[config.mk]
export PLATFORM = sky130hd
export DESIGN_NAME = ccix_sqrt_cell
export DESIGN_NICKNAME = d
export VERILOG_FILES = /design/src/rtl/ccix_sqrt_cell.sv
export SDC_FILE = /design/constraint.sdc
export NUM_CORES = 1
export LEC_CHECK = 0
export ABC_AREA = 1
export BUFFER_PORTS_ARGS = -buffer_cell sky130_fd_sc_hd__buf_4
export CAP_MARGIN = 25
export CORE_MARGIN = 4
export CORE_UTILIZATION = 59
export DETAILED_ROUTE_END_ITERATION = 10
export GPL_ROUTABILITY_DRIVEN = 0
export PLACE_DENSITY_LB_ADDON = 0.25
export SYNTH_ARGS = -nofsm -noshare
export SYNTH_HDL_FRONTEND = slang
export SYNTH_SLANG_ARGS = --single-unit
[constraint.sdc]
create_clock -name clk -period 3.27 [get_ports clk]
set_input_delay 0 -clock clk [delete_from_list [all_inputs] [get_ports clk]]
set_output_delay 0 -clock clk [all_outputs]
set_load 0.02 [all_outputs]
[src/rtl/ccix_sqrt_cell.sv]
// One root bit of a restoring square root, registered.
// Standalone; chained by the top level.
`default_nettype none

module ccix_sqrt_cell #(
  parameter int NW  = 64,
  parameter int RW  = 32,
  parameter int BIT = 0,
  parameter int SW  = 1
) (
  input  logic          clk,
  input  logic          rst_n,
  input  logic          en,
  input  logic          in_valid,
  input  logic [NW-1:0] in_rem,
  input  logic [RW-1:0] in_root,
  input  logic [SW-1:0] in_side,
  output logic          out_valid,
  output logic [NW-1:0] out_rem,
  output logic [RW-1:0] out_root,
  output logic [SW-1:0] out_side
);

  logic [NW+1:0] trial;
  logic          take;
  logic [NW-1:0] rem_nxt;
  logic [RW-1:0] root_nxt;
  logic          valid_r;
  logic [NW-1:0] rem_r;
  logic [RW-1:0] root_r;
  logic [SW-1:0] side_r;

  // (root + 2^b)^2 - root^2
  assign trial = ({{(NW+2-RW){1'b0}}, in_root} << (BIT + 1))
               + ((NW+2)'(1) << (2 * BIT));
  assign take     = {2'b00, in_rem} >= trial;
  assign rem_nxt  = take ? (in_rem - trial[NW-1:0]) : in_rem;
  assign root_nxt = in_root | (RW'(take) << BIT);

  always_ff @(posedge clk) begin
    if (!rst_n) begin
      valid_r <= 1'b0;
    end else if (en) begin
      valid_r <= in_valid;
    end
  end

  always_ff @(posedge clk) begin
    if (en) begin
      rem_r  <= rem_nxt;
      root_r <= root_nxt;
      side_r <= in_side;
    end
  end

  assign out_valid = valid_r;
  assign out_rem   = rem_r;
  assign out_root  = root_r;
  assign out_side  = side_r;

endmodule

`default_nettype wire

==> flow_summary.json, run 1 <==
{
  "status": "completed",
  "wl_met1_um": 9112,
  "setup_violations": 0,
  "routedWlPerCell_um": 15.19,
  "ir_drop_mv": 0.2367,
  "worst_path_largest_cell_delay_ns": 0.54,
  "place_area_sq_mm": 0.009399,
  "finalPower_w": 0.003912,
  "hold_path.class": "in2reg",
  "final_critical_path_setup_slack_ns": 0.5187,
  "wirelength_um": 23910,
  "maxSlewHeadroom": 0.6723,
  "antenna_cells": 0,
  "tns_ns": 0,
  "arrival_ns": 2.84,
  "grt_max_degree": 87,
  "start_util": 0.6095,
  "final_area_sq_mm": 0.01040,
  "routed-via-count": 8263,
  "ioPinCount": 199,
  "io_buffers": 198,
  "power_density_mw_per_mm2": 376.0,
  "die-area_sq_mm": 0.01504,
  "cts_buffers": 9,
  "worst_slew_pin_slew_ns": 0.4915,
  "dp_hpwl_um": 17630,
  "final_cell_mix": "nand2_1 (433), inv_1 (214), buf_4 (201), nor2_1 (118), edfxtp_1 (97)",
  "syn_nets": 1258,
  "core_sq_mm": 0.01272,
  "fin_crit_ns": 2.751,
  "tritoncts": "done",
  "drive_gt1_frac": 0.2004,
  "final_common_cell": "nand2_1",
  "drv_cap": 0,
  "slew_viol_final": 0,
  "max_freq_mhz": 363.5,
  "fp-row-count": 41,
  "syn_inst": 1123,
  "synth_cell_types": 33,
  "drc": 0,
  "start_kind": "input port",
  "final_antenna_net_count": 0,
  "synth_warnings": 0,
  "critPathRequiredTime_ns": 3.35,
  "initialDrtViolationCount": 828,
  "finalNetCount": 1532,
  "wl_met3_um": 2794,
  "synth-seq-cells": 98,
  "cts-root-buf": "clkbuf_16",
  "areaGrowthSynthToFinish_pct": 34.16,
  "worstSetupEndpointType": "flop",
  "pre_cts_slack_ns": 0.8375,
  "cp_slowest_cell": "dlygate4sd3_1",
  "top_layer_used": "met4",
  "avgSynthCellArea_sq_um": 6.904,
  "drt_pass1_iterations": 6,
  "via_per_inst": 5.250,
  "rsz0062_at_grt": "no",
  "p_leak_nw": 5.228,
  "grt_pass1_wl_um": 37210,
  "critical-path-top-delay-family": "buffers and inverters",
  "critPathKind": "in2reg",
  "die_w_um": 122.6,
  "fin_worst_skew_ns": 0,
  "clk_latency_ns": 0.37,
  "htreeDepth": 3,
  "clk_path_buf_depth": 2,
  "final_util": 0.8177,
  "first_global_vias": 7825,
  "wl_met2_um": 11150,
  "antenna_found_initial": 0,
  "critical_path_buf_inv_count": 4,
  "cts_setup_buffers": 0,
  "die_y_um": 122.6,
  "path_cells": "dlygate4sd3_1, buf_4, fa_1, nand3_1, nand3_2, nand2_1, nand2_2, nand2_1, nand2_2, nand2_2, nand2_2, nand2_4, nand2_4, inv_2, buf_4, o21ai_1",
  "grt_use_total": 0.3172,
  "netlist_area_sq_mm": 0.007754,
  "fin_crit_sh": 0.8414,
  "hold_viol": 0,
  "cts_sinks": 98,
  "path_common_cell": "nand2_2",
  "ys_seq_area_frac": 0.3782,
  "clk_pin_slew_ns": 0.07,
  "critical_path.max_fanout": 36,
  "overflow": 0
}
-- per-stage QoR --
stage | cells | hold slack, ns
2_1_floorplan | 1123 | 0.09346
6_report | 1574 | 0.01151
3_3_place_gp | 1487 | 0.1787
3_5_place_dp | 1487 | 0.1802
4_1_cts | 1573 | 0.005874
5_1_grt | 1574 | 0.03844
-- flip-flops by register name (all words and copies together) (netlist names) --
name       cells
out_rem       64
out_root      32
out_side       1
out_valid      1
-- metal layers --
metal / track usage / vias to the layer above
met2: 0.5314 / 511
met5: 0 / -
met4: 0.1344 / 0
li1: - / 4028
met1: 0.4074 / 3651
met3: 0.05253 / 73
-- cells in the mapped netlist --
cell	count	area [sq um]
a21o_1	1	7.510
a21oi_1	22	110.1
a21oi_2	29	254.0
buf_2	1	5.000
buf_6	8	90.09
clkbuf_1	1	3.750
dfxtp_1	1	20.02
edfxtp_1	97	2913
fa_1	1	20.02
ha_1	33	412.9
inv_1	214	803.3
inv_2	4	15.01
nand2_1	433	1625
nand2_2	6	37.54
nand2_4	2	22.52
nand3_1	50	250.2
nand3_2	1	10.01
nand3b_1	2	15.01
nand4_1	9	56.30
nor2_1	118	442.9
nor2_2	6	37.54
nor2_4	1	11.26
nor3_1	17	85.08
nor3_2	1	10.01
nor3_4	1	16.27
o21a_1	1	7.510
o21ai_0	5	25.02
o21ai_1	15	75.07
o21ai_2	10	87.58
o21bai_1	2	15.01
or2_2	1	6.260
xnor2_1	21	183.9
xor2_1	9	78.83
-- cell type report --
type	instances	area, sq um
inverters	218	818.3
clock buffers	9	225.2
clock inverters	7	50.05
fillers	864	2320
flip-flops and latches	98	2933
repair buffers	273	2257
multi-input cells	797	3904
well taps	172	215.2
-- worst min-delay path, cell delays in order --
cell,delay [ns]
buf_4,0.09
nand2_1,0.06
a21oi_2,0.11
-- timing repair --
action                     in CTS  in global routing
hold buffers                   70                  0
gates resized for setup         0                  0
setup endpoints to repair       0                  0
hold endpoints to repair       69                  0
-- cells by family after synthesis --
logic type | count (synthesis) | synth area share
AO/OA/AOI/OAI | 85 | 0.07504
XOR/XNOR | 30 | 0.03389
buffers and inverters | 228 | 0.1183
AND/OR/NAND/NOR | 648 | 0.3387
flip-flops | 98 | 0.3782
adder cells (fa/ha/maj) | 34 | 0.05583
-- report_power, final --
part / total [W] / leakage (nW) / internal [W] / switching (W)
registers: 0.00159 / 0.958 / 0.00155 / 0.0000431
clock network: 0.00103 / 0.140 / 0.000522 / 0.000504
logic: 0.00129 / 4.13 / 0.000530 / 0.000763
total: 0.00391 / 5.23 / 0.00260 / 0.00131
-- path summary, 6_finish.rpt --
kind	to	depth (start not counted)	slack [ns]	start
setup reg to reg	out_valid	3	2.07	out_valid
setup / recovery	out_rem[8]	16	0.52	in_rem[1]
hold reg to reg	out_valid	3	1.11	out_valid
hold / removal	out_rem[38]	3	0.01	in_rem[38]
Note: power is estimated with default switching activity, not from simulation.
==> inputs of run 2 (changes only) <==
Settings changed: CORE_UTILIZATION 59 to 49.
Clock period 3.27 ns to 2.44 ns, I/O delays scaled along.
==> flow_summary.json, run 2 (synthesis gave the netlist of run 1 again) <==
{
  "cp-startpoint": "in_rem[8]",
  "final_critical_path_setup_slack_ns": 0.07151,
  "worstSetupEndpointType": "flop",
  "final_antenna_net_count": 0,
  "drt_pass1_iterations": 6,
  "overflow": 0,
  "worstReg2RegStart": "out_valid",
  "fp-row-count": 45,
  "final-seq-area_sq_mm": 0.002933,
  "ioPinCount": 199,
  "drv_cap": 0,
  "grt_use_total": 0.2620,
  "status": "completed",
  "finalNetCount": 1536,
  "critPathRequiredTime_ns": 2.55,
  "hold_path.class": "in2reg",
  "critPathKind": "in2reg",
  "worst_path_largest_cell_delay_ns": 0.54,
  "max_freq_mhz": 422.2,
  "die_w_um": 133.8,
  "areaGrowthSynthToFinish_pct": 37.78,
  "cp_slowest_cell": "dlygate4sd3_1",
  "cts_buffers": 9,
  "p_leak_nw": 5.272,
  "cts_sinks": 98,
  "clk_latency_ns": 0.35,
  "grt_max_degree": 53,
  "final_util": 0.6950,
  "critical_path.max_fanout": 4,
  "rr_worst_depth": 3,
  "tritoncts": "done",
  "path_common_cell": "nand2_1",
  "clk_pin_slew_ns": 0.07,
  "htreeDepth": 3,
  "finalPower_w": 0.005417,
  "fin_worst_skew_ns": 0,
  "start_kind": "input port",
  "antenna_cells": 0,
  "hold_viol": 0,
  "ir_drop_mv": 0.3574,
  "r2r_slack_ns": 1.24,
  "largest_reg_flops": 64,
  "routedWlPerCell_um": 15.23,
  "place_area_sq_mm": 0.009480,
  "power_density_mw_per_mm2": 507.1,
  "path_cells": "dlygate4sd3_1, buf_4, ha_1, nand2_1, inv_1, nand2_1, nand2_1, inv_1, nand3_1, nand2_1, nand3_1, nand2_1, nand2_1, nand2_1, a21oi_2",
  "core_sq_mm": 0.01537,
  "cts-root-buf": "clkbuf_16",
  "final_common_cell": "nand2_1",
  "maxSlewHeadroom": 0.6852,
  "rr_endpoint": "out_valid",
  "arrival_ns": 2.48,
  "antenna_found_initial": 0,
  "worst_slew_pin_slew_ns": 0.4686,
  "drc": 0,
  "multi_input_area_sq_mm": 0.004005,
  "fin_crit_ns": 2.368,
  "pre_cts_slack_ns": 0.1655,
  "start_util": 0.5044,
  "final_area_sq_mm": 0.01068,
  "dp_hpwl_um": 18360,
  "drive_gt1_frac": 0.2162,
  "initialDrtViolationCount": 864,
  "clk_path_buf_depth": 2,
  "grt_pass1_wl_um": 37560,
  "io_buffers": 198,
  "critPathCapture": "out_rem[58]",
  "slew_viol_final": 0,
  "die-area_sq_mm": 0.01790,
  "first_global_vias": 7810,
  "n_fill_cell": 1249,
  "setup_violations": 0,
  "wirelength_um": 24630,
  "final_cell_mix": "nand2_1 (431), inv_1 (214), buf_4 (201), nor2_1 (115), edfxtp_1 (97)",
  "routed-via-count": 8185,
  "via_per_inst": 5.062,
  "fin_crit_sh": 0.9707,
  "die_y_um": 133.8
}
-- run 2: routing by layer --
layer,share of wire,track usage,vias up
met4,0.033,0.08343,0
met3,0.10,0.05551,64
met5,0,0,-
met2,0.45,0.4335,426
met1,0.41,0.3451,3664
li1,-,-,4031
-- run 2: area by class of cell --
type | instances | area share
Sequential cell | 98 | 0.2745
Clock inverter | 5 | 0.007379
Tap cell | 211 | 0.02471
Clock buffer | 11 | 0.02179
Inverter | 218 | 0.07707
Multi-Input combinational cell | 797 | 0.3749
Timing Repair Buffer | 277 | 0.2196
-- run 2: through the flow --
stage / hold WS, ns / TNS (ns) / instances
CTS: 0.004759 / 0 / 1612
global route: 0.02863 / -0.4157 / 1617
finish: 0.006160 / 0 / 1617
global placement: 0.1788 / 0 / 1527
detailed placement: 0.1793 / 0 / 1527
floorplan: 0.09346 / 0 / 1123
-- run 2: critical path: cells and delay by family --
kind	cells	cell delay (ns)
fa+ha+maj	1	0.35
simple gates	9	1.25
compound gates	1	0.05
buf+inv	4	0.82
-- run 2: worst min-delay path by stage --
stage,cells past startpoint,slack [ns],endpoint,from
4_1_cts,3,0.005,out_rem[38],in_rem[38]
5_1_grt,3,0.03,out_rem[38],in_rem[38]
3_5_place_dp,1,0.18,out_side,in_side
3_3_place_gp,1,0.18,out_side,in_side
6_report,3,0.006,out_rem[38],in_rem[38]
2_1_floorplan,1,0.09,out_valid,en
-- run 2: power by group --
part / switching [W] / internal (W) / leakage, nW
registers: 0.0000543 / 0.00208 / 0.958
logic: 0.00102 / 0.000724 / 4.16
clock network: 0.000643 / 0.000899 / 0.153
-- run 2: repair_timing --
item / in CTS / in global routing
hold buffers: 69 / 0
buffers inserted: 0 / 1
gates resized for setup: 0 / 23
endpoints found under the setup margin: 0 / 63
endpoints found under the hold margin: 68 / 0
==> inputs of run 3 (changes only) <==
Settings changed: CORE_ASPECT_RATIO set to 1.75.
==> flow_summary.json, run 3 (synthesis gave the netlist of run 1 again) <==
{
  "hold_viol": 1,
  "critPathRequiredTime_ns": 2.54,
  "cts_sinks": 98,
  "clk_pin_slew_ns": 0.08,
  "critPathKind": "in2reg",
  "place_area_sq_mm": 0.009442,
  "io_buffers": 198,
  "min_path_cells": 3,
  "rr_worst_depth": 3,
  "drt_pass1_iterations": 7,
  "core_sq_mm": 0.01546,
  "clk_path_buf_depth": 2,
  "hold_path.class": "in2reg",
  "ioPinCount": 199,
  "largest_reg_flops": 64,
  "cp_slowest_cell": "dlygate4sd3_1",
  "grt_max_degree": 71,
  "routed-via-count": 8129,
  "routedWlPerCell_um": 16.11,
  "slew_viol_final": 0,
  "htreeDepth": 3,
  "worstSetupEndpointType": "flop",
  "final_area_sq_mm": 0.01055,
  "tritoncts": "done",
  "status": "complete, but fails checks",
  "violations": "hold timing",
  "drv_cap": 0,
  "rr_endpoint": "out_valid",
  "antenna_cells": 0,
  "fin_crit_ns": 2.316,
  "initialDrtViolationCount": 460,
  "fin_worst_skew_ns": 0,
  "final_common_cell": "nand2_1",
  "fp-row-count": 60,
  "setup_violations": 0,
  "holdWs_ns": -0.007375,
  "finalPower_w": 0.005361,
  "arrival_ns": 2.42,
  "min-delay-start": "in_rem[62]",
  "p_leak_nw": 5.242,
  "tns_ns": 0,
  "wirelength_um": 25600,
  "final_cell_mix": "nand2_1 (430), inv_1 (214), buf_4 (199), nor2_1 (115), edfxtp_1 (97)",
  "areaGrowthSynthToFinish_pct": 36.07,
  "clk_latency_ns": 0.35,
  "via_per_inst": 5.116,
  "drive_gt1_frac": 0.2103,
  "whs_endpoint": "out_rem[62]",
  "worst_slew_pin_slew_ns": 0.4512,
  "power_density_mw_per_mm2": 508.1,
  "grt_pass1_wl_um": 38380,
  "start_kind": "input port",
  "die-area_sq_mm": 0.01798,
  "path_cells": "dlygate4sd3_1, buf_4, ha_1, a21oi_2, nor2_1, nor2_1, nand2_1, a21oi_2, nand2_2, nand2_4, nand2_4, inv_6, clkbuf_16, o21ai_2",
  "overflow": 0,
  "cts_setup_buffers": 0,
  "dp_hpwl_um": 19410,
  "cts-root-buf": "clkbuf_16",
  "grt_use_total": 0.2758,
  "die_w_um": 103.1,
  "worst_path_largest_cell_delay_ns": 0.54,
  "start_util": 0.5014,
  "die_y_um": 174.4,
  "antenna_found_initial": 0,
  "r2r_slack_ns": 1.21,
  "critical_path.max_fanout": 14,
  "ir_drop_mv": 0.3307,
  "finalNetCount": 1533,
  "final_antenna_net_count": 0,
  "max_freq_mhz": 431.8,
  "rsz0062_at_grt": "no",
  "worstReg2RegStart": "out_valid",
  "first_global_vias": 7866,
  "drc": 0,
  "cts_buffers": 9,
  "fin_crit_sh": 0.9491,
  "maxSlewHeadroom": 0.6992
}
run 3: cell count changes in the layout (fill, tap and decap cells not counted), sizes merged:
cell / previous run / this run
buf: 205 / 204
dlygate4sd3: 69 / 67
clkinv: 3 / 0
inv: 218 / 219
bufinv: 2 / 1
clkinvlp: 0 / 3
run 3: per-layer routing:
metal	track usage	vias to the layer above	part of all wire
met1	0.2879	3614	0.33
li1	-	4034	-
met2	0.4920	358	0.52
met5	0	-	0
met4	0.1902	0	0.089
met3	0.03373	123	0.064
run 3: report_power, final:
group	switching (W)	leakage, nW	internal, W
Clock	0.000679	0.134	0.000805
Combinational	0.00103	4.15	0.000709
Sequential	0.0000614	0.958	0.00208
run 3: worst max path at each step:
| stage | startpoint | end |
|---|---|---|
| finish | in_rem[29] | out_rem[32] |
| global route | in_root[15] | out_rem[17] |
| CTS | in_rem[1] | out_rem[12] |
| detailed placement | in_rem[1] | out_rem[19] |
| global placement | in_rem[1] | out_rem[20] |
| floorplan | in_root[0] | out_rem[10] |
run 3: stage by stage:
stage,std cells,setup WS [ns],utilization
after global routing,1589,0.001163,0.6822
final,1589,0.1242,0.6822
after detailed placement,1501,0.2394,0.6105
after CTS,1584,0.03664,0.6731
after global placement,1501,0.2846,0.6105
after floorplan,1123,0.5650,-
run 3: area by class of cell:
class	instances	area, sq um
multi-input combinational	797	3943
sequential	98	2933
clock buffer	11	232.7
tap	186	232.7
clock inverter	5	63.81
inverter	218	823.3
timing repair buffer	274	2322
fill	1318	4915
run 3: critical path: cells and delay by family:
family	cells	cell delay, ns
AND/OR/NAND/NOR	6	0.60
buffers and inverters	4	1.01
adder cells (fa/ha/maj)	1	0.37
AO/OA/AOI/OAI	3	0.42
run 3: what timing repair did:
item	in CTS	in global routing
hold buffers	67	0
gates resized for setup	0	16
endpoints found under the setup margin	0	64
hold endpoints to repair	66	0
