### src/rtl/ccix_div_cell.sv
// One quotient bit of restoring division for several lanes sharing a divisor.
// Standalone; chained by the top level.
`default_nettype none

module ccix_div_cell #(
  parameter int NW    = 64,
  parameter int DW    = 32,
  parameter int QW    = 31,
  parameter int LANES = 1,
  parameter int BIT   = 0,
  parameter int SW    = 1
) (
  input  logic                       clk,
  input  logic                       rst_n,
  input  logic                       en,
  input  logic                       in_valid,
  input  logic [LANES-1:0][NW-1:0]   in_rem,
  input  logic [DW-1:0]              in_div,
  input  logic [LANES-1:0][QW-1:0]   in_quo,
  input  logic [SW-1:0]              in_side,
  output logic                       out_valid,
  output logic [LANES-1:0][NW-1:0]   out_rem,
  output logic [DW-1:0]              out_div,
  output logic [LANES-1:0][QW-1:0]   out_quo,
  output logic [SW-1:0]              out_side
);

  localparam int CW = NW + DW;

  logic [CW-1:0]              trial;
  logic [LANES-1:0]           take;
  logic [LANES-1:0][NW-1:0]   rem_nxt;
  logic [LANES-1:0][QW-1:0]   quo_nxt;
  logic                       valid_r;
  logic [LANES-1:0][NW-1:0]   rem_r;
  logic [DW-1:0]              div_r;
  logic [LANES-1:0][QW-1:0]   quo_r;
  logic [SW-1:0]              side_r;

  assign trial = {{NW{1'b0}}, in_div} << BIT;

  always_comb begin
    for (int l = 0; l < LANES; l++) begin
      take[l]    = {{DW{1'b0}}, in_rem[l]} >= trial;
      rem_nxt[l] = take[l] ? (in_rem[l] - trial[NW-1:0]) : in_rem[l];
      quo_nxt[l] = in_quo[l] | (QW'(take[l]) << BIT);
    end
  end

  always_ff @(posedge clk) begin
    if (!rst_n) begin
      valid_r <= 1'b0;
    end else if (en) begin
      valid_r <= in_valid;
    end
  end

  always_ff @(posedge clk) begin
    if (en) begin
      rem_r  <= rem_nxt;
      div_r  <= in_div;
      quo_r  <= quo_nxt;
      side_r <= in_side;
    end
  end

  assign out_valid = valid_r;
  assign out_rem   = rem_r;
  assign out_div   = div_r;
  assign out_quo   = quo_r;
  assign out_side  = side_r;

endmodule

`default_nettype wire

### config.mk
export PLATFORM = sky130hd
export DESIGN_NAME = ccix_div_cell
export DESIGN_NICKNAME = d
export VERILOG_FILES = /design/src/rtl/ccix_div_cell.sv
export SDC_FILE = /design/constraint.sdc
export NUM_CORES = 1
export LEC_CHECK = 0
export BUFFER_PORTS_ARGS = -buffer_cell sky130_fd_sc_hd__buf_2
export CAP_MARGIN = 20
export CORE_AREA = 2 2 136 138
export CTS_CLUSTER_DIAMETER = 200
export DETAILED_ROUTE_END_ITERATION = 6
export DIE_AREA = 0 0 138 140
export PLACE_DENSITY = 0.72
export REMOVE_ABC_BUFFERS = 1
export SLEW_MARGIN = 5
export SYNTH_ARGS = -nofsm -noshare
export SYNTH_HDL_FRONTEND = slang
export SYNTH_SLANG_ARGS = --single-unit
### constraint.sdc
create_clock -name clk -period 2.95 [get_ports clk]
set_input_delay 0 -clock clk [delete_from_list [all_inputs] [get_ports clk]]
set_output_delay 0 -clock clk [all_outputs]
set_load 0.05 [all_outputs]
==> impl_summary.md, run 1 <==
Run
The tool flagged a number of max-cap violations equal to 0.

Finish
0 antenna diodes ended up in the layout. In the final layout, the share of cells above drive strength 1 is 0.345. The top cell types in the final layout, fill and taps aside, are 259 x sky130_fd_sc_hd__buf_2, 129 x sky130_fd_sc_hd__dlygate4sd3_1, 128 x sky130_fd_sc_hd__edfxtp_1. The library cell used most frequently in the layout, excluding fill and tap cells, is sky130_fd_sc_hd__buf_2.

The final instance area is 10900 sq um. The synthesis-to-layout area growth is 51.1%. In the final design database the tool counted 1219 nets.

GRT
The global-route wire length before repair is 33.9 mm. In the global route stage, overall resource usage came out at 0.220. The sum of overflow across all layers after global routing is 0. The number of global-route vias before repair came to 6544. Entering global routing, the biggest net connects 73 pins. The initial antenna violation count is 0.

STA
The slew of the pin with the lowest slew margin is 0.725 ns. In this run the tightest slew margin relative to its limit is 0.517. The smallest setup slack after layout is 0.0787 ns. Static timing analysis puts the maximum clock frequency at 348 MHz.

The final critical-path required period is 2.87 ns. The final number of max-transition violations is 0. Setup violations remaining at the end of the flow were counted as 0. The final-report hold violation count is 0. Dividing the final minimum period by the clock period gives 0.973. The worst clock skew is 0 ns.

Floorplan
The die width is 138 um. The die outline height is 140 um. The top-level I/O count is 261.

The floorplan has 49 rows. For this configuration, the core starts out at a cell density of 0.405. In this run the standard cell core region covers 17800 sq um. The die covers 19300 sq um.

Min path
The path class of the tightest hold or removal check is input port to flip-flop. The worst min-delay path startpoint is in_rem[32].

Placed design
The HPWL after detailed placement is 15.4 mm. In this run the cell area measured after placement is 8890 sq um. At the end of routability-driven placement, the weighted congestion stood at 0.887.

The count of input and output buffers is 260. The post-placement worst setup slack is 0.00262 ns.

Routing
The detailed router finished its first iteration with 570 violations. Detailed routing inserted a total of 6666 vias. The vias per cell is 5.14. The first detailed-routing pass took 5 iterations. The average wire per cell in the routed design is 16.9 um. The remaining antenna violation count after routing is 0. The total DRC errors in the routed layout is 0. Wires add up to 22.0 mm.

Worst setup path
Tracing the worst setup path back leads to its startpoint at in_rem[58]. STA classifies the critical path endpoint as a flip-flop. The top cell family by delay on the critical path is simple AND/OR/NAND/NOR gates.

Of all nets on the critical path, the largest fanout is 13. Data on the critical path is required at its endpoint by 3.12 ns. The startpoint of the most critical register-to-register path is out_valid$_SDFFE_PN0P_. Traced cell by cell, the critical path runs through dlygate4sd3_1, buf_2, or4_1, or3_1, nor2_1, and4bb_2, o41ai_4, o21ai_4, buf_12, and4bb_1, xor2_1. The critical path is of the input port to flip-flop type.

The critical path startpoint category is an input port. The cell type of the slowest stage on the worst timing path is sky130_fd_sc_hd__or4_1. The largest single stage delay on the critical path is 0.58 ns. The arrival time of data at the critical path endpoint is 3.04 ns.

The critical path buffer and inverter count is 3.

Pwr
The leakage component of the power is 4.58 nW. In this run the power density over the cells is 561 nW/um^2. The maximum ir drop on the vdd rail is 0.398 mV.

Clock tree
After clock tree synthesis, the clock-pin slew on the worst setup and hold paths is 0.06 ns. The clock root buffer master is sky130_fd_sc_hd__clkbuf_16. The clock latency reported for the late side of the worst-skew pair is 0.42 ns. TritonCTS built the clock tree. The number of buffers created by CTS is 17.

The CTS H-tree depth is 4. The count of clock tree sinks is 129. The deepest clock path buffer count is 2.

Yosys
The netlist area before placement is 7190 sq um. The synthesized design contains 129 register bits. The fraction of synthesis flops using an asynchronous set or reset pin is 0.

The number of enable-type register cells in the synthesized netlist is 128. A synthesized cell averages 11.4 sq um. Yosys mapped the design onto 67 distinct sky130hd cell types. The fraction of the yosys area taken by sequential cells is 0.537.

The number of synthesis warnings is 0. Synthesis handed over a netlist of 633 instances. The most used flip-flop cell after synthesis is sky130_fd_sc_hd__edfxtp_1.

Status
The flow ran to the end, and the final reports show no timing, DRC or antenna violations.
## logic make-up after synthesis
| family | share of synthesized area |
|---|---|
| adder cells (fa/ha/maj) | 0.0585 |
| AO/OA/AOI/OAI | 0.129 |
| multiplexers | 0.00609 |
| AND/OR/NAND/NOR | 0.151 |
| buffers and inverters | 0.0442 |
| flip-flops | 0.537 |
| XOR/XNOR | 0.0743 |
## registers in the layout, indices dropped and copies added (netlist names)
| name | count |
|---|---|
| out_div | 32 |
| out_quo | 31 |
| out_valid | 1 |
| out_rem | 64 |
| out_side | 1 |
## routing by layer
layer,part of all wire,GRT usage,vias to the layer above
met3,0.063,0.0434,46
met1,0.41,0.274,3135
met5,0,0,-
li1,-,-,3193
met2,0.50,0.378,292
met4,0.027,0.0875,0
## cell usage after synthesis, types with 6 or more instances
master,n,area share
sky130_fd_sc_hd__ha_1,32,0.056
sky130_fd_sc_hd__nand2b_1,8,0.0070
sky130_fd_sc_hd__o21ai_0,21,0.015
sky130_fd_sc_hd__o21ai_2,17,0.021
sky130_fd_sc_hd__clkbuf_1,7,0.0037
sky130_fd_sc_hd__nor3_1,18,0.013
sky130_fd_sc_hd__nor2_1,38,0.020
sky130_fd_sc_hd__nand4_1,11,0.0096
sky130_fd_sc_hd__nand2_2,7,0.0061
sky130_fd_sc_hd__inv_1,40,0.021
sky130_fd_sc_hd__xor2_1,37,0.045
sky130_fd_sc_hd__buf_2,6,0.0042
sky130_fd_sc_hd__xnor2_1,24,0.029
sky130_fd_sc_hd__a21oi_1,35,0.024
sky130_fd_sc_hd__a21o_1,8,0.0084
sky130_fd_sc_hd__nand2_1,62,0.032
sky130_fd_sc_hd__o21ai_1,14,0.0097
sky130_fd_sc_hd__nand3_1,14,0.0097
sky130_fd_sc_hd__edfxtp_1,128,0.53
sky130_fd_sc_hd__nor4_1,14,0.012
## repair_timing
item	CTS	global route
setup endpoints to repair	0	62
buffers inserted	0	6
gates resized for setup	0	12
hold buffers	129	0
hold endpoints to repair	128	0
## final timing paths
kind	depth (start not counted)	slack (ns)	to
max	11	0.08	out_rem[60]$_DFFE_PP_
min	2	0.03	out_rem[32]$_DFFE_PP_
max reg2reg	3	1.80	out_valid$_SDFFE_PN0P_
min reg2reg	3	1.07	out_valid$_SDFFE_PN0P_
## through the flow
stage / std cells / total power [mW] / hold slack [ns] / setup TNS (ns) / utilization
after floorplan: 610 / 3.43 / 0.0989 / -20.88 / -
after global placement: 1129 / 3.91 / 0.177 / 0 / 0.500
after detailed placement: 1129 / 3.93 / 0.179 / 0 / 0.500
after CTS: 1290 / 6.12 / 0.0155 / 0 / 0.605
after global routing: 1296 / 6.32 / 0.0534 / -0.0483 / 0.611
final: 1296 / 6.10 / 0.0346 / 0 / 0.611
## power breakdown
group | leakage (nW) | switching [mW] | internal, mW
Sequential | 1.26 | 0.0448 | 2.24
Combinational | 3.05 | 1.20 | 0.562
Clock | 0.273 | 0.807 | 1.24
## layout make-up
class	count	area, sq um
clock inverter	13	136
timing repair buffer	425	2930
multi-input combinational	441	3070
tap	229	287
sequential	129	3860
fill	1470	6910
clock buffer	19	433
inverter	40	150
(Power assumes the default switching activity.)
==> run 2, diff against run 1 <==
--- a/config.mk
+++ b/config.mk
@@ -13,6 +13,7 @@
 export DIE_AREA = 0 0 138 140
 export PLACE_DENSITY = 0.72
 export REMOVE_ABC_BUFFERS = 1
+export SKIP_CTS_REPAIR_TIMING = 1
 export SLEW_MARGIN = 5
 export SYNTH_ARGS = -nofsm -noshare
 export SYNTH_HDL_FRONTEND = slang
==> constraint.sdc (replaced) <==
create_clock -name clk -period 3.5 [get_ports clk]
set_input_delay 0 -clock clk [delete_from_list [all_inputs] [get_ports clk]]
set_output_delay 0 -clock clk [all_outputs]
set_load 0.05 [all_outputs]
==> run 2 against run 1 <==
Clock power down 13%. Total power is 15% lower. Highest routed layer unchanged. Core utilization is 1.7 points lower. Routed wire length fell by 3.9%. Final cell count decreased by 2.3%. Register-to-register slack better by 0.55 ns. Sequential share of layout area grew 1.0 points. Combinational power fell by 18%.
==> impl_summary.md, run 2 (same netlist as run 1, synthesis figures left out) <==
Floorplan
The standard cell core area is 17800 sq um (unchanged). The starting density of the core came to 0.405 (unchanged). The number of rows created at floorplan is 49 (unchanged). The die outline height is 140 um (unchanged). The area enclosed by the die boundary is 19300 sq um (unchanged). The top-level I/O count is 261 (unchanged). The die width is 138 um (unchanged).

Finish
The final standard cell utilization of the core is 0.594 (-0.0170). The number of flip-flops under the largest register name is 64 (unchanged). The layout cell share with drive strength beyond 1 was 0.322 (-0.0228). Leaving out fill and tap cells, the most frequent cells in the layout are 259 x sky130_fd_sc_hd__buf_2, 128 x sky130_fd_sc_hd__edfxtp_1, 127 x sky130_fd_sc_hd__dlygate4sd3_1. The most common library cell in the layout ignoring fill and taps is sky130_fd_sc_hd__buf_2. The final net count was 1189 (-2.5%). Relative to the synthesized area, the layout overhead comes to 46.9%. The final instance area is 10600 sq um (-2.8%). The number of diodes added for antenna fixing is 0 (unchanged).

The number of fill cells came to 1492 (+1.5%).

Worst setup path
Among all stages on the critical path, the largest delay is contributed by sky130_fd_sc_hd__dlygate4sd3_1. The path type of the worst setup path is input port to flip-flop. The maximum fanout along the worst path is 38 (+25). Walking the worst path, the cells encountered are dlygate4sd3_1, buf_2, inv_1, ha_1, fa_1, nor2b_1, o311ai_1, a21oi_2, o21a_1, or3_1, o21ai_4, buf_12, and4bb_1, xor2_1.

The kind of cell with the highest combined delay along the critical path is compound AO/OA/AOI/OAI gates. The critical path startpoint category is an input port. The required time at the worst-slack endpoint was 3.66 ns (+0.54 ns). The critical path buffer and inverter count came to 4 (+1).

The arrival time of data at the critical path endpoint is 3.41 ns (+0.37 ns). The worst stage delay on the critical path is 0.53 ns (-0.05 ns). STA classifies the critical path endpoint as a flip-flop.

STA
The final total negative setup slack is 0 ns (unchanged). The normalized max-slew margin is 0.339 (-0.178). The worst slack on hold paths is 0.0150 ns (-0.0196 ns).

Derived from the worst setup path, the maximum achievable clock frequency is 308 MHz. The share of the cycle needed by the critical path after routing is 0.929. The slew of the pin with the lowest slew margin was 0.992 ns (+0.267 ns). Setup repair after global routing left no endpoint under its margin. The routed design could run at a clock period as short as 3.25 ns. The final number of max-transition violations is 0 (unchanged). The smallest setup slack after layout is 0.250 ns (+0.171 ns). The final-report setup violation count is 0 (unchanged). The worst clock skew is 0 ns (unchanged).

The final-report hold violation count is 0 (unchanged).

GRT
The largest net degree at the start of global routing is 106 (+45%). The sum of overflow across all layers after global routing is 0 (unchanged). The met1 layer usage reported by global route was 0.254 (-0.0198). met2 is the most crowded layer.

The overall routing resource usage is 0.199 (-0.0208). The global-route track usage on met3 is 0.0434 (unchanged). The fraction of met2 tracks used by global routing was 0.331 (-0.0469). The initial antenna violation count came to 0 (unchanged). The global-route wire length before repair is 30.4 mm (-10%). The number of global-route vias before repair is 5752 (-12%).

Placed design
The post-placement worst setup slack is 0.369 ns (+0.366 ns). The area of placed instances is 8700 sq um (-2.1%). The count of input and output buffers is 260 (unchanged).

The placed wire-length estimate after detailed placement is 15.1 mm (-1.9%). The final weighted congestion of routability-driven global placement is 0.892 (+0.59%).

Status
The flow ran to the end, and the final reports show no timing, DRC or antenna violations.

Routing
The number of vias in the routed layout was 6455 (-3.2%). The total wire length after detailed routing is 21.1 mm (-3.9%). The number of DRC markers in iteration 0 is 454 (-20%).

The total DRC errors in the routed layout is 0 (unchanged). The number of iterations in the first detailed-routing pass is 6 (+1). The remaining antenna violation count after routing is 0 (unchanged).

The average wire per cell in the routed design is 16.7 um (-1.6%). The vias per cell is 5.10 (-0.87%).

Run
The max-cap violation count is 0 (unchanged).

Clock tree
The clock transition time at the flip-flop clock pins of the worst setup and hold paths is 0.06 ns (about the same). The number of buffers created by CTS came to 17 (unchanged). The count of clock tree sinks came to 129 (unchanged).

CTS placed an instance of sky130_fd_sc_hd__clkbuf_16 at the clock tree root. The clock tree from TritonCTS is yes. The CTS H-tree depth came to 4 (unchanged).

The deepest clock path buffer count is 2 (unchanged). The clock latency reported for the late side of the worst-skew pair was 0.41 ns (about the same).

Pwr
The maximum ir drop on the vdd rail is 0.318 mV (-20%). The internal power of the cells is 3.45 mW (-15%). The part of the total power dissipated in sequential elements is 0.374 (about the same).

The power dissipated by switching net loads is 1.72 mW (-16%). The fraction of power spent switching nets is 0.332 (-0.00399). The cell area power density is 489 nW/um^2 (-13%). The fraction of power consumed by the clock network came to 0.347 (+0.011). The leakage component of the power was 4.42 nW (-3.4%). The relative contribution of combinational cells to total power is 0.279 (-0.010).

Min path
The worst hold path belongs to the class input port to flip-flop.
run 2: area by class of cell:
cell class	instances	area, sq um	area share
inverters	40	150	0.0142
clock buffers	17	425	0.0403
flip-flops and latches	129	3860	0.366
clock inverters	15	166	0.0157
well taps	229	287	0.0271
multi-input cells	441	3010	0.285
repair buffers	395	2660	0.252
run 2: tightest hold or removal path: stages:
cell,delay [ns]
sky130_fd_sc_hd__buf_2,0.13
sky130_fd_sc_hd__o41ai_1,0.09
sky130_fd_sc_hd__o21ai_1,0.09
run 2: final timing paths:
path                     startpoint                     end  slack, ns  cells after the start
min                      in_rem[43]   out_rem[43]$_DFFE_PP_       0.02                      3
max                       in_rem[0]   out_rem[36]$_DFFE_PP_       0.25                     14
max reg2reg  out_valid$_SDFFE_PN0P_  out_valid$_SDFFE_PN0P_       2.35                      3
min reg2reg  out_valid$_SDFFE_PN0P_  out_valid$_SDFFE_PN0P_       1.06                      3
run 2: metal layers:
layer  vias to the layer above  share of wire
met2                       230           0.50
met5                         -              0
li1                       3129              -
met1                      3058           0.42
met3                        38          0.054
met4                         0          0.022
run 2: power by group through the flow:
stage	registers (mW)	logic, mW	clock network [mW]
after floorplan	2.52	0.373	0
final	1.93	1.44	1.79
after detailed placement	1.96	1.32	0
after global placement	1.95	1.31	0
after global routing	1.95	1.52	1.89
after CTS	1.93	1.32	1.83
run 2: stage by stage:
stage	total power, mW	instances
after CTS	5.09	1139
after floorplan	2.89	610
after global placement	3.27	1107
after global routing	5.36	1266
final	5.16	1266
after detailed placement	3.28	1107
==> run 3, diff against run 2 <==
--- a/config.mk
+++ b/config.mk
@@ -7,11 +7,11 @@
 export LEC_CHECK = 0
 export BUFFER_PORTS_ARGS = -buffer_cell sky130_fd_sc_hd__buf_2
 export CAP_MARGIN = 20
-export CORE_AREA = 2 2 136 138
+export CORE_AREA = 2 2 104 181
 export CTS_CLUSTER_DIAMETER = 200
 export DETAILED_ROUTE_END_ITERATION = 6
-export DIE_AREA = 0 0 138 140
-export PLACE_DENSITY = 0.72
+export DIE_AREA = 0 0 106 183
+export PLACE_DENSITY = 0.68
 export REMOVE_ABC_BUFFERS = 1
 export SKIP_CTS_REPAIR_TIMING = 1
 export SLEW_MARGIN = 5
==> run 3 against run 2 <==
The flow now finishes with violations (negative hold slack). Fmax fell by 2.8%. Register-to-register slack got worse by 0.02 ns. Total power rose by 1.6%. Clock skew did not move. Core utilization shrank 0.20 points. Worst hold slack worse by 0.026 ns. Clock-buffer cell count increased by 1. Cell area up 0.76%. Non-clock buffer count up 8. Largest cell class unchanged.
==> impl_summary.md, run 3 (same netlist as run 1, synthesis figures left out) <==
Clock tree
The CTS H-tree depth is 4 (unchanged). The deepest clock path buffer count is 2 (unchanged). The clock latency reported for the late side of the worst-skew pair is 0.41 ns (about the same).

The clock root buffer master is sky130_fd_sc_hd__clkbuf_16. The clock transition time at the flip-flop clock pins of the worst setup and hold paths is 0.06 ns (about the same). The number of buffers created by CTS is 17 (unchanged).

TritonCTS built the clock tree. The count of clock tree sinks was 129 (unchanged).

STA
The maximum operating frequency is 299 MHz (-2.8%). The share of the cycle needed by the critical path after routing is 0.956 (+0.0271). The normalized max-slew margin is 0.452 (+0.113). The final-report setup violation count came to 0 (unchanged). The final-report hold violation count is 1 (+1). The final critical-path required period came to 3.35 ns (+0.0949 ns). The worst slack on hold paths is -0.0106 ns (-0.0256 ns).

The smallest setup slack after layout is 0.155 ns (-0.0949 ns). Setup repair after global routing left no endpoint under its margin. The slew of the pin with the lowest slew margin is 0.822 ns (-0.169 ns). The worst clock skew was 0 ns (unchanged). The final number of max-transition violations was 0 (unchanged).

Pwr
The fraction of power consumed by the clock network is 0.357 (+0.010). The power dissipated by switching net loads is 1.72 mW (+0.31%). The relative contribution of combinational cells to total power was 0.275 (-0.004).

The leakage component of the power is 4.47 nW (+0.97%). The internal power of the cells is 3.53 mW (+2.3%). The fraction of power spent switching nets is 0.328 (-0.00434).

The maximum ir drop on the vdd rail was 0.319 mV (+0.27%). The cell area power density is 493 nW/um^2 (+0.87%). The part of the total power dissipated in sequential elements is 0.368 (-0.006).

Finish
The layout cell share with drive strength beyond 1 came to 0.327 (+0.00455). In the layout the commonest cells are 259 x sky130_fd_sc_hd__buf_2, 128 x sky130_fd_sc_hd__dlygate4sd3_1, 128 x sky130_fd_sc_hd__edfxtp_1. The number of flip-flops under the largest register name is 64 (unchanged).

The most common library cell in the layout ignoring fill and taps is sky130_fd_sc_hd__buf_2. The final net count is 1197 (+0.67%). The final standard cell utilization of the core is 0.592 (-0.00196). The number of cells in the finished layout apart from fillers is 1278 (+0.95%). The final instance area is 10600 sq um (+0.76%). The number of diodes added for antenna fixing was 0 (unchanged). Relative to the synthesized area, the layout overhead comes to 48.0%.

Placed design
The count of input and output buffers is 260 (unchanged). The post-placement worst setup slack is 0.227 ns (-0.142 ns). The placed wire-length estimate after detailed placement came to 16.2 mm (+7.1%). The number of placed cells counting well taps came to 1119 (+1.1%). The final weighted congestion of routability-driven global placement is 0.872 (-2.2%). The area of placed instances was 8750 sq um (+0.53%).

GRT
The sum of overflow across all layers after global routing is 0 (unchanged). The initial antenna violation count is 0 (unchanged). The largest net degree at the start of global routing is 86 (-19%). The global-route wire length before repair came to 31.0 mm (+1.8%). The overall routing resource usage is 0.210 (+0.0112). The number of global-route vias before repair is 5939 (+3.3%).

Floorplan
The area enclosed by the die boundary came to 19400 sq um (+0.40%). The number of rows created at floorplan is 65 (+33%). The die outline height is 183 um (+31%). The standard cell core area is 18000 sq um (+1.1%). The top-level I/O count is 261 (unchanged). The die width is 106 um (-23%). The starting density of the core is 0.400 (-0.00436).

Worst setup path
The arrival time of data at the critical path endpoint is 3.50 ns (+0.09 ns). STA classifies the critical path startpoint as an input port. The worst setup path is of the input port to flip-flop kind. The category of the worst setup path capture point is a flip-flop. The required time at the worst-slack endpoint is 3.66 ns (about the same). The maximum fanout along the worst path is 17 (-55%).

Status
The run finished, with violations left. The final reports fail on negative hold slack.

Min path
The path category of the worst min-delay check is input port to flip-flop.

Routing
The number of DRC markers in iteration 0 is 268 (-41%). The remaining antenna violation count after routing came to 0 (unchanged). The total wire length after detailed routing is 21.7 mm (+2.6%). The number of iterations in the first detailed-routing pass came to 4 (-2). The total DRC errors in the routed layout is 0 (unchanged). The vias per cell is 4.97 (-2.4%). The number of vias in the routed layout was 6357 (-1.5%).

The average wire per cell in the routed design is 16.9 um (+1.7%).

Run
The max-cap violation count is 0 (unchanged).
[run 3: area by class of cell]
class	instances	area [sq um]
well taps	234	293
repair buffers	403	2710
inverters	40	150
multi-input cells	441	3010
flip-flops and latches	129	3860
clock inverters	13	186
fillers	1570	7330
clock buffers	18	429
[run 3: per-layer routing]
layer	vias to the layer above	part of all wire	track usage
met4	0	0.024	0.0789
met2	202	0.58	0.412
met1	2983	0.36	0.214
met5	-	0	0
li1	3137	-	-
met3	35	0.043	0.0441
[run 3: power groups by stage]
stage               sequential [mW]  combinational (mW)  clock, mW
floorplan                      2.52               0.373          0
global placement               1.96                1.32          0
detailed placement             1.96                1.33          0
CTS                            1.93                1.33       1.92
global route                   1.95                1.53       1.96
finish                         1.93                1.44       1.87
[run 3: stage by stage]
stage	total power [mW]	hold WS, ns	TNS [ns]
after CTS	5.18	-0.262	0
final	5.25	-0.0106	0
after detailed placement	3.29	0.178	0
after global routing	5.44	0.00232	0
after global placement	3.28	0.176	0
after floorplan	2.89	0.0989	-0.971
[run 3: worst paths after layout]
path | from | to | slack [ns] | cells past startpoint
setup / recovery | in_rem[14] | out_rem[59]$_DFFE_PP_ | 0.15 | 12
hold / removal | in_rem[33] | out_rem[33]$_DFFE_PP_ | -0.01 | 2
setup reg to reg | out_valid$_SDFFE_PN0P_ | out_valid$_SDFFE_PN0P_ | 2.33 | 3
hold reg to reg | out_valid$_SDFFE_PN0P_ | out_valid$_SDFFE_PN0P_ | 1.07 | 3
[run 3: critical path, cell delays in order]
cell and delay (ns):
sky130_fd_sc_hd__dlygate4sd3_1 0.55, sky130_fd_sc_hd__buf_2 0.14, sky130_fd_sc_hd__ha_1 0.36, sky130_fd_sc_hd__a21oi_1 0.23, sky130_fd_sc_hd__nand2_1 0.08, sky130_fd_sc_hd__a221o_1 0.35
sky130_fd_sc_hd__o21a_1 0.22, sky130_fd_sc_hd__or3_1 0.49, sky130_fd_sc_hd__o21ai_4 0.48, sky130_fd_sc_hd__buf_4 0.35, sky130_fd_sc_hd__nor4_4 0.08, sky130_fd_sc_hd__xor2_1 0.15
